**src/rtl/ail_pkg.sv**
```systemverilog
// Shared codes for the indexed list unit: request actions and status values.
// No dependencies.
package ail_pkg;

  // Request action codes; code 7 is a no-op
  typedef enum logic [2:0] {
    ACT_APPEND     = 3'd0,
    ACT_INSERT     = 3'd1,
    ACT_REMOVE     = 3'd2,
    ACT_READ       = 3'd3,
    ACT_WRITE      = 3'd4,
    ACT_FIND_FIRST = 3'd5,
    ACT_FIND_LAST  = 3'd6
  } act_t;

  // Result status codes
  localparam logic [1:0] ST_OK    = 2'd0;
  localparam logic [1:0] ST_FULL  = 2'd1;
  localparam logic [1:0] ST_RANGE = 2'd2;

endpackage

```
**src/rtl/indexed_list_insert_remove_search_unit.sv**
```systemverilog
// Indexed list unit: request decoder and shift/search sequencer around the list memory.
// Depends on ail_pkg and ail_ram.
//
// Usage:
//   A request (action, position, value) is taken on a rising edge where start
//   is high and busy is low. Exactly one result comes back per request, shown
//   for one cycle with done high: read_value, found, found_position, status,
//   and entry_total (the list length after the request).
//   Requests that finish straight from idle: append, write, no-op, any
//   rejected request, insert at the end of the list, remove of the last
//   entry, and find first / find last in an empty list. A read waits for
//   the registered read data of the list memory. An insert at p < n moves
//   entries up from the tail down to p, then writes the new value at p. A
//   remove at p moves entries down from p + 1 to the tail. A search steps
//   from one end until a hit or the far end. Shifts and searches visit one
//   entry per cycle, as the list memory has a single read port.
//   A new request may be taken in the same cycle as done is high.
//   Reset empties the list (count to zero); the memory is not cleared, since
//   only entries below the count are ever read.
//   The receiver cannot stall: each result is valid for its done cycle only.
module indexed_list_insert_remove_search_unit #(
  parameter int CAPACITY      = 16,
  parameter int ELEMENT_WIDTH = 32
) (
  input  logic        clk,
  input  logic        rst,
  input  logic        start,
  output logic        busy,
  input  logic [2:0]  action,
  input  logic [4:0]  position,
  input  logic [31:0] value,
  output logic        done,
  output logic [31:0] read_value,
  output logic        found,
  output logic [3:0]  found_position,
  output logic [4:0]  entry_total,
  output logic [1:0]  status
);

  import ail_pkg::*;

  localparam int IDX_W = $clog2(CAPACITY);
  localparam int CNT_W = $clog2(CAPACITY + 1);
  localparam int PW    = (CNT_W > 5) ? CNT_W : 5;

  typedef enum logic [2:0] {
    S_IDLE,
    S_READ,
    S_INS_SHIFT,
    S_INS_PUT,
    S_REM_SHIFT,
    S_SEARCH
  } state_t;

  state_t state, state_next;

  logic [CNT_W-1:0]         count, count_next;
  logic [IDX_W-1:0]         idx, idx_next;
  logic [IDX_W-1:0]         pos_idx;
  logic [ELEMENT_WIDTH-1:0] val_r;
  logic                     up;

  // Memory port signals
  logic                     mem_we;
  logic [IDX_W-1:0]         mem_waddr;
  logic [ELEMENT_WIDTH-1:0] mem_wdata;
  logic [IDX_W-1:0]         mem_raddr;
  logic [ELEMENT_WIDTH-1:0] mem_rdata;

  // Result staging
  logic        fin;
  logic [1:0]  fin_status;
  logic [31:0] fin_rv;
  logic        fin_found;
  logic [3:0]  fin_fpos;

  // Derived values
  logic [63:0]              val_wide;
  logic [63:0]              rd_wide;
  logic [ELEMENT_WIDTH-1:0] val_in;
  logic [PW-1:0]            pos_ext;
  logic [PW-1:0]            cnt_ext;
  logic [IDX_W-1:0]         pos_in;
  logic [IDX_W-1:0]         cnt_m1;
  logic [IDX_W-1:0]         cnt_idx;
  logic                     full;
  logic                     hit;

  assign val_wide = 64'(value);
  assign val_in   = val_wide[ELEMENT_WIDTH-1:0];
  assign rd_wide  = 64'(mem_rdata);
  assign pos_ext  = PW'(position);
  assign cnt_ext  = PW'(count);
  assign pos_in   = IDX_W'(position);
  assign cnt_m1   = IDX_W'(count - CNT_W'(1));
  assign cnt_idx  = IDX_W'(count);
  assign full     = (count == CNT_W'(CAPACITY));
  assign hit      = (mem_rdata == val_r);

  assign busy        = (state != S_IDLE);
  assign entry_total = 5'(count);

  ail_ram #(
    .DEPTH (CAPACITY),
    .WIDTH (ELEMENT_WIDTH)
  ) u_ram (
    .clk   (clk),
    .we    (mem_we),
    .waddr (mem_waddr),
    .wdata (mem_wdata),
    .raddr (mem_raddr),
    .rdata (mem_rdata)
  );

  // Next-state, memory control and result selection
  always_comb begin
    state_next = state;
    count_next = count;
    idx_next   = idx;
    mem_we     = 1'b0;
    mem_waddr  = idx;
    mem_wdata  = mem_rdata;
    mem_raddr  = idx;
    fin        = 1'b0;
    fin_status = ST_OK;
    fin_rv     = '0;
    fin_found  = 1'b0;
    fin_fpos   = '0;

    case (state)
      S_IDLE: begin
        if (start) begin
          case (action)
            ACT_APPEND: begin
              fin = 1'b1;
              if (full) begin
                fin_status = ST_FULL;
              end else begin
                mem_we     = 1'b1;
                mem_waddr  = cnt_idx;
                mem_wdata  = val_in;
                count_next = count + CNT_W'(1);
              end
            end
            ACT_INSERT: begin
              if (pos_ext > cnt_ext) begin
                fin        = 1'b1;
                fin_status = ST_RANGE;
              end else if (full) begin
                fin        = 1'b1;
                fin_status = ST_FULL;
              end else if (pos_ext == cnt_ext) begin
                fin        = 1'b1;
                mem_we     = 1'b1;
                mem_waddr  = pos_in;
                mem_wdata  = val_in;
                count_next = count + CNT_W'(1);
              end else begin
                // open a gap: move entries up from the tail
                mem_raddr  = cnt_m1;
                idx_next   = cnt_m1;
                state_next = S_INS_SHIFT;
              end
            end
            ACT_REMOVE: begin
              if (pos_ext >= cnt_ext) begin
                fin        = 1'b1;
                fin_status = ST_RANGE;
              end else if (pos_in == cnt_m1) begin
                fin        = 1'b1;
                count_next = count - CNT_W'(1);
              end else begin
                // close the gap: move entries down from pos+1
                mem_raddr  = pos_in + IDX_W'(1);
                idx_next   = pos_in + IDX_W'(1);
                state_next = S_REM_SHIFT;
              end
            end
            ACT_READ: begin
              if (pos_ext >= cnt_ext) begin
                fin        = 1'b1;
                fin_status = ST_RANGE;
              end else begin
                mem_raddr  = pos_in;
                state_next = S_READ;
              end
            end
            ACT_WRITE: begin
              fin = 1'b1;
              if (pos_ext >= cnt_ext) begin
                fin_status = ST_RANGE;
              end else begin
                mem_we    = 1'b1;
                mem_waddr = pos_in;
                mem_wdata = val_in;
              end
            end
            ACT_FIND_FIRST: begin
              if (count == '0) begin
                fin = 1'b1;
              end else begin
                mem_raddr  = '0;
                idx_next   = '0;
                state_next = S_SEARCH;
              end
            end
            ACT_FIND_LAST: begin
              if (count == '0) begin
                fin = 1'b1;
              end else begin
                mem_raddr  = cnt_m1;
                idx_next   = cnt_m1;
                state_next = S_SEARCH;
              end
            end
            default: begin
              fin = 1'b1;
            end
          endcase
        end
      end

      S_READ: begin
        fin        = 1'b1;
        fin_rv     = rd_wide[31:0];
        state_next = S_IDLE;
      end

      // entry idx arrives; it moves to idx+1
      S_INS_SHIFT: begin
        mem_we    = 1'b1;
        mem_waddr = idx + IDX_W'(1);
        mem_wdata = mem_rdata;
        if (idx == pos_idx) begin
          state_next = S_INS_PUT;
        end else begin
          mem_raddr = idx - IDX_W'(1);
          idx_next  = idx - IDX_W'(1);
        end
      end

      S_INS_PUT: begin
        mem_we     = 1'b1;
        mem_waddr  = pos_idx;
        mem_wdata  = val_r;
        count_next = count + CNT_W'(1);
        fin        = 1'b1;
        state_next = S_IDLE;
      end

      // entry idx arrives; it moves to idx-1
      S_REM_SHIFT: begin
        mem_we    = 1'b1;
        mem_waddr = idx - IDX_W'(1);
        mem_wdata = mem_rdata;
        if (idx == cnt_m1) begin
          count_next = count - CNT_W'(1);
          fin        = 1'b1;
          state_next = S_IDLE;
        end else begin
          mem_raddr = idx + IDX_W'(1);
          idx_next  = idx + IDX_W'(1);
        end
      end

      // compare entry idx, step toward the far end of the list
      S_SEARCH: begin
        if (hit) begin
          fin        = 1'b1;
          fin_found  = 1'b1;
          fin_fpos   = 4'(idx);
          state_next = S_IDLE;
        end else if ((up && idx == cnt_m1) || (!up && idx == '0)) begin
          fin        = 1'b1;
          state_next = S_IDLE;
        end else if (up) begin
          mem_raddr = idx + IDX_W'(1);
          idx_next  = idx + IDX_W'(1);
        end else begin
          mem_raddr = idx - IDX_W'(1);
          idx_next  = idx - IDX_W'(1);
        end
      end

      default: begin
        state_next = S_IDLE;
      end
    endcase
  end

  // State, count, request latches and registered results
  always_ff @(posedge clk) begin
    idx <= idx_next;
    if (state == S_IDLE && start) begin
      pos_idx <= pos_in;
      val_r   <= val_in;
      up      <= (action != ACT_FIND_LAST);
    end
    if (fin) begin
      read_value     <= fin_rv;
      found          <= fin_found;
      found_position <= fin_fpos;
      status         <= fin_status;
    end
    if (rst) begin
      state <= S_IDLE;
      count <= '0;
      done  <= 1'b0;
    end else begin
      state <= state_next;
      count <= count_next;
      done  <= fin;
    end
  end

endmodule

```
**src/rtl/ail_ram.sv**
```systemverilog
// List element storage: one write port, one read port, registered read data.
// No dependencies.
module ail_ram #(
  parameter int DEPTH = 16,
  parameter int WIDTH = 32
) (
  input  logic                     clk,
  input  logic                     we,
  input  logic [$clog2(DEPTH)-1:0] waddr,
  input  logic [WIDTH-1:0]         wdata,
  input  logic [$clog2(DEPTH)-1:0] raddr,
  output logic [WIDTH-1:0]         rdata
);

  logic [WIDTH-1:0] mem [DEPTH];

  // Write port
  always_ff @(posedge clk) begin
    if (we) begin
      mem[waddr] <= wdata;
    end
  end

  // Read port, registered read data
  always_ff @(posedge clk) begin
    rdata <= mem[raddr];
  end

endmodule

```
**config.mk**
```make
export PLATFORM = sky130hd
export DESIGN_NAME = indexed_list_insert_remove_search_unit
export DESIGN_NICKNAME = d
export VERILOG_FILES = /design/src/rtl/ail_pkg.sv /design/src/rtl/indexed_list_insert_remove_search_unit.sv /design/src/rtl/ail_ram.sv
export SDC_FILE = /design/constraint.sdc
export NUM_CORES = 1
export LEC_CHECK = 0
export ABC_AREA = 1
export BUFFER_PORTS_ARGS = -buffer_cell sky130_fd_sc_hd__buf_2
export CAP_MARGIN = 20
export CORE_UTILIZATION = 25
export CTS_CLUSTER_DIAMETER = 200
export CTS_CLUSTER_SIZE = 14
export DETAILED_ROUTE_END_ITERATION = 10
export PLACE_DENSITY_LB_ADDON = 0.12
export SYNTH_ARGS = -nofsm -noshare
export SYNTH_HDL_FRONTEND = slang
export SYNTH_SLANG_ARGS = --single-unit
```
**constraint.sdc**
```tcl
create_clock -name clk -period 9.74 [get_ports clk]
set_clock_uncertainty 0.05 [all_clocks]
set_input_delay 1.948 -clock clk [delete_from_list [all_inputs] [get_ports clk]]
set_output_delay 1.948 -clock clk [all_outputs]
set_load 0.02 [all_outputs]
```
==> results of run 1 <==
## area by class of cell
type | count | area share [%]
Tap cell | 1512 | 5.81
Multi-Input combinational cell | 1708 | 25.2
Timing Repair Buffer | 157 | 3.11
Clock inverter | 3 | 0.204
Clock buffer | 91 | 4.44
Inverter | 361 | 4.17
Sequential cell | 633 | 57.1
## flip-flops by register name, indices dropped and copies added (netlist names)
| signal | count |
|---|---|
| done | 1 |
| entry_total | 5 |
| idx | 4 |
| state | 3 |
| found_position | 4 |
| up | 1 |
| pos_idx | 4 |
| read_value | 32 |
| found | 1 |
| val_r | 32 |
| u_ram.rdata | 32 |
| u_ram.mem | 512 |
| status | 2 |
## logic make-up after synthesis
family                     after synthesis  share of synthesized area [%]
and+or+nand+nor                       1522                           23.0
buffers and inverters                  520                           7.71
adders and majority gates               10                          0.435
xor gates and xnor gates                41                           1.25
AOI/OAI and AO/OA                      135                           2.96
DFF                                    633                           64.6
## per-layer routing
layer  vias to the layer above  part of all wire [%]  global-route usage [%]
met2                       557                    46                    27.5
met1                     10447                    47                    24.4
li1                       9734                     -                       -
met4                         0                   1.8                    3.71
met5                         -                     0                       0
met3                       103                   4.7                    2.18
## through the flow
step | cells | hold slack [ns] | setup WS (ns)
after floorplan | 2861 | 0.500 | 4.10
after CTS | 4465 | 0.566 | 3.65
after global placement | 4356 | 0.545 | 2.96
final | 4465 | 0.559 | 3.59
after global routing | 4465 | 0.589 | 3.25
after detailed placement | 4371 | 0.547 | 2.97
## cell usage after synthesis (all sizes together), types with 7 or more instances
library cell,n
a21oi,25
buf,107
clkbuf,52
dfxtp,41
edfxtp,592
ha,10
inv,361
nand2,741
nand3,646
nand4,8
nor2,121
o211ai,35
o21ai,42
o221ai,7
xnor2,31
xor2,10
## worst paths after layout
path / slack [ns] / cells after the start / from / to
worst max register to register: 4.32 / 17 / entry_total[2]$_SDFFE_PP0P_ / u_ram.mem[3][1]$_DFFE_PP_
worst max-delay path: 3.59 / 17 / position[2] / u_ram.mem[3][1]$_DFFE_PP_
worst min register to register: 0.56 / 2 / u_ram.rdata[15]$_DFF_P_ / read_value[15]$_SDFFCE_PP0P_
worst min-delay path: 0.56 / 2 / u_ram.rdata[15]$_DFF_P_ / read_value[15]$_SDFFCE_PP0P_
## worst max-delay path: stages
cell and delay (ns):
buf_2 0.14, ha_1 0.30, nand2_1 0.07, nor2_1 0.14, nand2_1 0.20, inv_1 0.09, nand3_1 0.18, nand2_1 0.14
nor2_1 0.07, nor3_2 0.26, o21ai_0 0.17, inv_2 0.64, nand2_1 0.16, a31oi_1 0.23, nand2_1 0.27, nor2_4 0.85
buf_4 0.49
==> impl_table.tex, run 1 <==
\begin{tabular}{lr}
\hline
Metric & Value \\
\hline
\multicolumn{2}{l}{\textbf{Status}} \\
\quad Outcome & finished clean \\
\multicolumn{2}{l}{\textbf{Logic synthesis}} \\
\quad Most instantiated flip-flop cell in the synthesis netlist & edfxtp\_1 \\
\quad Area of the mapped netlist & $\sim$29000 sq um \\
\quad Top area cells in the synthesized netlist & edfxtp\_1 62\%, nand3\_1 11\%, nand2\_1 9.5\%, inv\_1 4.6\%, dfxtp\_1 2.9\% \\
\quad Area share of the largest cell type after synthesis & around 62\% \\
\quad Number of instances in the synthesized netlist & between 2000 and 3000 \\
\quad Share of the yosys chip area belonging to registers & about 65\% \\
\quad Synthesized area per cell & between 10 and 15 sq um \\
\quad Cell accounting for the most synthesized area & edfxtp\_1 \\
\quad Mapped Nets & between 2000 and 3000 \\
\quad Yosys warnings & 0 \\
\quad Number of enable flip-flop cells after synthesis & between 500 and 600 \\
\quad Share of flip-flops with an asynchronous set or reset & 0\% \\
\quad Flip-flop and latch count after synthesis & 633 \\
\quad Number of distinct standard cells referenced by the synthesized netlist & 42 \\
\multicolumn{2}{l}{\textbf{Die}} \\
\quad Number of placement rows & about 120 \\
\quad Total die area & 117000 sq um \\
\quad Initial Utilization & 25.2\% \\
\quad Floorplan Core Area & $\sim$110000 sq um \\
\quad I/O pin count & a little under 90 \\
\quad Die span in y & about 340 um \\
\quad Die W & 341 um \\
\multicolumn{2}{l}{\textbf{STA}} \\
\quad Crit path time final & 6.15 ns \\
\quad Actual slew at the worst max-slew pin & roughly 1.3 ns \\
\quad Unrepaired setup endpoints after global routing & false \\
\quad Max-slew violation total from the final report & 0 \\
\quad Total Neg Setup Slack & 0 ns \\
\quad Part of the cycle the worst path needs & 63.1\% \\
\quad Slew Limit Headroom & 16.0\% \\
\quad Final hold vios & 0 \\
\quad Number of failing setup endpoints in the final timing report & 0 \\
\quad Fmax & 163 MHz \\
\multicolumn{2}{l}{\textbf{Flow run}} \\
\quad Max\_cap viols & 0 \\
\multicolumn{2}{l}{\textbf{Min path}} \\
\quad Worst Hold Class & flop to flop \\
\multicolumn{2}{l}{\textbf{GRT}} \\
\quad Pin count of the biggest net entering global routing & roughly 190 \\
\quad All-layer global routing usage & roughly 17\% \\
\quad Wire length of the first global-routing pass & around 150 mm \\
\quad Overflow left after global routing & 0 \\
\quad Vias in the first global route & just over 20000 \\
\quad Number of antenna violations at the first check in global routing & 3 \\
\multicolumn{2}{l}{\textbf{Detailed routing}} \\
\quad DRC violations left & 0 \\
\quad Total iterations of the first detailed-routing run & 5 \\
\quad DRC marker count from the first detailed-route iteration & 1632 \\
\quad Total vias in the final route & 20841 \\
\quad Total wire length & approximately 100 mm \\
\quad Count of nets left with antenna violations after detail routing & 0 \\
\quad Post-DR vias/cell & between 4 and 5 \\
\quad Wire per inst & between 20 and 25 um \\
\multicolumn{2}{l}{\textbf{Worst setup path}} \\
\quad Required time reported for the critical path endpoint & between 9 and 10 ns \\
\quad Worst-path maximum fanout & 34 \\
\quad Category of the worst setup path capture point & flop \\
\quad Start-to-end type of the worst setup path & input port to flop \\
\quad Crit path launch type & input port \\
\quad Data arrival at the endpoint of the critical path & 6.39 ns \\
\multicolumn{2}{l}{\textbf{Clocking}} \\
\quad Clock tree buffer depth & 3 \\
\quad Clock latency of the later-clocked register in the worst-skew pair & between 0.6 and 0.7 ns \\
\quad Post-CTS Hold Buffers & 0 \\
\quad Reg clk slew, reported paths & 0.07 ns \\
\quad Cell chosen for the clock root & clkbuf\_16 \\
\quad H-Tree Depth & 2 \\
\quad Setup Buffers After CTS & 0 \\
\quad Total clock buffers created by CTS & between 50 and 60 \\
\quad CTS-repair resized insts & 0 \\
\quad Clock tree from TritonCTS & yes \\
\quad Clock sink total & between 600 and 700 \\
\multicolumn{2}{l}{\textbf{Cells and area}} \\
\quad Most frequent cells in the layout & 730 x nand2\_1, 642 x nand3\_1, 592 x edfxtp\_1 \\
\quad Area taken by flip-flops and latches & roughly 19000 sq um \\
\quad Most common cell after layout, fill and taps aside & nand2\_1 \\
\quad Fillers & approximately 12000 \\
\quad Post-layout util & 28.5\% \\
\quad Ant diodes & 0 \\
\quad Multi-input combinational cell area & between 8000 and 9000 sq um \\
\quad Net count of the finished layout & approximately 3000 \\
\quad Share of post-route cells with drive strength above 1 & 9.11\% \\
\quad Final non-filler cell area & 32600 sq um \\
\quad Layout overhead on the synthesized area & 13.1\% \\
\multicolumn{2}{l}{\textbf{Placed design}} \\
\quad Weighted congestion reported at the end of routability-driven placement & about 0.9 \\
\quad Post-DP Area & a little over 30000 sq um \\
\quad Number of buffer cells added on primary ports & approximately 90 \\
\quad Half-perimeter wire length of the detailed placement result & 56.1 mm \\
\hline
\end{tabular}
Power of run 1 is left out: the tool's default activity adds up to more than one toggle a clock period on the data nets, which glitch-free logic cannot reach.
==> run 2: changes to the inputs <==
==> constraint.sdc (replaced) <==
create_clock -name clk -period 5.6 [get_ports clk]
set_clock_uncertainty 0.05 [all_clocks]
set_input_delay 1.12 -clock clk [delete_from_list [all_inputs] [get_ports clk]]
set_output_delay 1.12 -clock clk [all_outputs]
set_load 0.02 [all_outputs]
==> run 2 against run 1 <==
- final area rose by 1.6%
- hold slack got worse by 0.016 ns
- utilization rose by 0.44 points
- cell count rose by 0.58%
- critical path type is now flop to flop
- largest cell class unchanged
==> impl_table.tex, run 2 (synthesis results as in run 1) <==
\begin{tabular}{lr}
\hline
Metric & Value \\
\hline
\multicolumn{2}{l}{\textbf{Cells and area}} \\
\quad Most common cell after layout, fill and taps aside & nand2\_1 (unchanged) \\
\quad Multi-input combinational cell area & 8200 sq um (unchanged) \\
\quad Most frequent cells in the layout & 730 x nand2\_1, 642 x nand3\_1, 592 x edfxtp\_1 (unchanged) \\
\quad Ant diodes & 0 (unchanged) \\
\quad Flip-flop count of the largest register after layout & 512 (unchanged) \\
\quad Fillers & 12005 (was 11979) \\
\quad Area taken by flip-flops and latches & 18600 sq um (unchanged) \\
\quad Layout overhead on the synthesized area & 14.9\% (was 13.1\%) \\
\quad Net count of the finished layout & 2992 (was 2965) \\
\quad Share of post-route cells with drive strength above 1 & 9.94\% (was 9.11\%) \\
\quad Largest Register & u\_ram.mem (unchanged) \\
\multicolumn{2}{l}{\textbf{Clocking}} \\
\quad H-Tree Depth & 2 (unchanged) \\
\quad Clock latency of the later-clocked register in the worst-skew pair & 0.64 ns (was 0.66 ns) \\
\quad Setup Buffers After CTS & 0 (unchanged) \\
\quad Clock tree from TritonCTS & yes (unchanged) \\
\quad Clock sink total & 633 (unchanged) \\
\quad Cell chosen for the clock root & clkbuf\_16 (unchanged) \\
\quad Post-CTS Hold Buffers & 0 (unchanged) \\
\quad CTS-repair resized insts & 0 (unchanged) \\
\quad Total clock buffers created by CTS & 51 (unchanged) \\
\quad Clock tree buffer depth & 3 (unchanged) \\
\quad Reg clk slew, reported paths & 0.08 ns (was 0.07 ns) \\
\multicolumn{2}{l}{\textbf{Min path}} \\
\quad Worst Hold Class & flop to flop (unchanged) \\
\multicolumn{2}{l}{\textbf{STA}} \\
\quad Fmax & $\sim$230 MHz \\
\quad Actual slew at the worst max-slew pin & 1.04 ns (was 1.26 ns) \\
\quad Slew Limit Headroom & 30.5\% (was 16.0\%) \\
\quad Total Neg Setup Slack & 0 ns (unchanged) \\
\quad Number of failing setup endpoints in the final timing report & 0 (unchanged) \\
\quad Crit path time final & 4.41 ns \\
\quad Part of the cycle the worst path needs & about four fifths \\
\quad Final hold vios & 0 (unchanged) \\
\quad Unrepaired setup endpoints after global routing & false (unchanged) \\
\quad Max-slew violation total from the final report & 0 (unchanged) \\
\multicolumn{2}{l}{\textbf{Detailed routing}} \\
\quad Total wire length & 97.6 mm (was 101 mm) \\
\quad DRC marker count from the first detailed-route iteration & 1498 (was 1632) \\
\quad Total vias in the final route & 20550 (was 20841) \\
\quad Total iterations of the first detailed-routing run & 7 (was 5) \\
\quad Post-DR vias/cell & 4.58 (was 4.67) \\
\quad Wire per inst & 21.7 um (was 22.7 um) \\
\quad DRC violations left & 0 (unchanged) \\
\quad Count of nets left with antenna violations after detail routing & 0 (unchanged) \\
\multicolumn{2}{l}{\textbf{Worst setup path}} \\
\quad Worst-path maximum fanout & 13 (was 34) \\
\quad Category of the worst setup path capture point & flop (unchanged) \\
\quad Crit path from & entry\_total[2]\$\_SDFFE\_PP0P\_ (was position[2]) \\
\quad Start-to-end type of the worst setup path & flop to flop (was input port to flop) \\
\quad Required time reported for the critical path endpoint & 6.05 ns (was 9.99 ns) \\
\quad Worst reg2reg endpoint & u\_ram.rdata[14]\$\_DFF\_P\_ (was u\_ram.mem[3][1]\$\_DFFE\_PP\_) \\
\quad Source of the worst register-to-register timing path & entry\_total[2]\$\_SDFFE\_PP0P\_ (unchanged) \\
\quad Crit path launch type & flop (was input port) \\
\quad Data arrival at the endpoint of the critical path & 4.86 ns (was 6.39 ns) \\
\quad Endpoint of the most critical setup path & u\_ram.rdata[14]\$\_DFF\_P\_ (was u\_ram.mem[3][1]\$\_DFFE\_PP\_) \\
\quad Internal reg-to-reg setup slack & 1.19 ns (was 4.32 ns) \\
\quad Depth of the worst register-to-register path & 19 (was 17) \\
\multicolumn{2}{l}{\textbf{GRT}} \\
\quad Pin count of the biggest net entering global routing & 163 (was 186) \\
\quad Vias in the first global route & 20223 (was 20107) \\
\quad Number of antenna violations at the first check in global routing & 0 (was 3) \\
\quad All-layer global routing usage & 16.5\% (was 17.1\%) \\
\quad Wire length of the first global-routing pass & 143 mm (was 146 mm) \\
\quad Overflow left after global routing & 0 (unchanged) \\
\multicolumn{2}{l}{\textbf{Die}} \\
\quad Total die area & 117000 sq um (unchanged) \\
\quad Initial Utilization & 25.2\% (unchanged) \\
\quad I/O pin count & 89 (unchanged) \\
\quad Die W & 341 um (unchanged) \\
\quad Die span in y & 341 um (unchanged) \\
\quad Floorplan Core Area & 114000 sq um (unchanged) \\
\quad Number of placement rows & 124 (unchanged) \\
\multicolumn{2}{l}{\textbf{Status}} \\
\quad Outcome & finished clean (unchanged) \\
\multicolumn{2}{l}{\textbf{Placed design}} \\
\quad Number of buffer cells added on primary ports & 88 (unchanged) \\
\quad Half-perimeter wire length of the detailed placement result & 56.4 mm (was 56.1 mm) \\
\quad Weighted congestion reported at the end of routability-driven placement & 0.866 (was 0.881) \\
\multicolumn{2}{l}{\textbf{Flow run}} \\
\quad Max\_cap viols & 0 (unchanged) \\
\hline
\end{tabular}
==> run 2: metrics by stage <==
stage / cells / instance area [sq um] / hold slack [ns] / worst slack (ns) / utilization (%)
global placement: 4398 / 31600 / 0.530 / 0.699 / 27.7
detailed placement: 4398 / 31600 / 0.532 / 0.686 / 27.7
global route: 4491 / 33100 / 0.556 / 0.784 / 29.0
floorplan: 2861 / 28800 / 0.500 / 0.788 / -
finish: 4491 / 33100 / 0.542 / 1.19 / 29.0
CTS: 4491 / 33100 / 0.543 / 1.19 / 29.0
==> run 2: worst max-delay path, stage by stage, from the launching register on <==
cell      delay [ns]
dfxtp_1         0.59
inv_4           0.11
ha_1            0.32
nand2_1         0.07
nor2_1          0.13
nand2_1         0.18
nand3_1         0.31
buf_4           0.21
inv_1           0.10
nand2_2         0.12
nand2_1         0.08
o31ai_1         0.08
a21oi_1         0.13
a21boi_1        0.47
nor2_1          0.15
nor2_4          0.51
buf_12          0.24
nand3_1         0.10
nand3_1         0.19
nand2_1         0.09
==> run 2: layer usage <==
metal  vias to the layer above  GRT usage, %  part of all wire (%)
li1                       9790             -                     -
met1                     10176          22.3                    46
met2                       470          28.1                    48
met3                       114          2.10                   4.0
met4                         0          3.73                   2.0
met5                         -             0                     0
==> run 2: how the worst min path moves through the flow <==
stage                              endpoint  cells past startpoint                     from  slack, ns
5_1_grt        read_value[15]$_SDFFCE_PP0P_                      2  u_ram.rdata[15]$_DFF_P_       0.56
2_1_floorplan   read_value[5]$_SDFFCE_PP0P_                      2   u_ram.rdata[5]$_DFF_P_       0.50
4_1_cts        read_value[26]$_SDFFCE_PP0P_                      2  u_ram.rdata[26]$_DFF_P_       0.54
6_report       read_value[26]$_SDFFCE_PP0P_                      2  u_ram.rdata[26]$_DFF_P_       0.54
3_5_place_dp   read_value[26]$_SDFFCE_PP0P_                      2  u_ram.rdata[26]$_DFF_P_       0.53
3_3_place_gp   read_value[24]$_SDFFCE_PP0P_                      2  u_ram.rdata[24]$_DFF_P_       0.53
==> run 2: area by class of cell <==
cell class | instances | share of cell area, %
sequential | 633 | 56.2
clock inverter | 3 | 0.125
tap | 1512 | 5.72
multi-input combinational | 1708 | 24.8
inverter | 361 | 4.10
timing repair buffer | 184 | 4.68
clock buffer | 90 | 4.36
Power of run 2 is left out for the same reason.
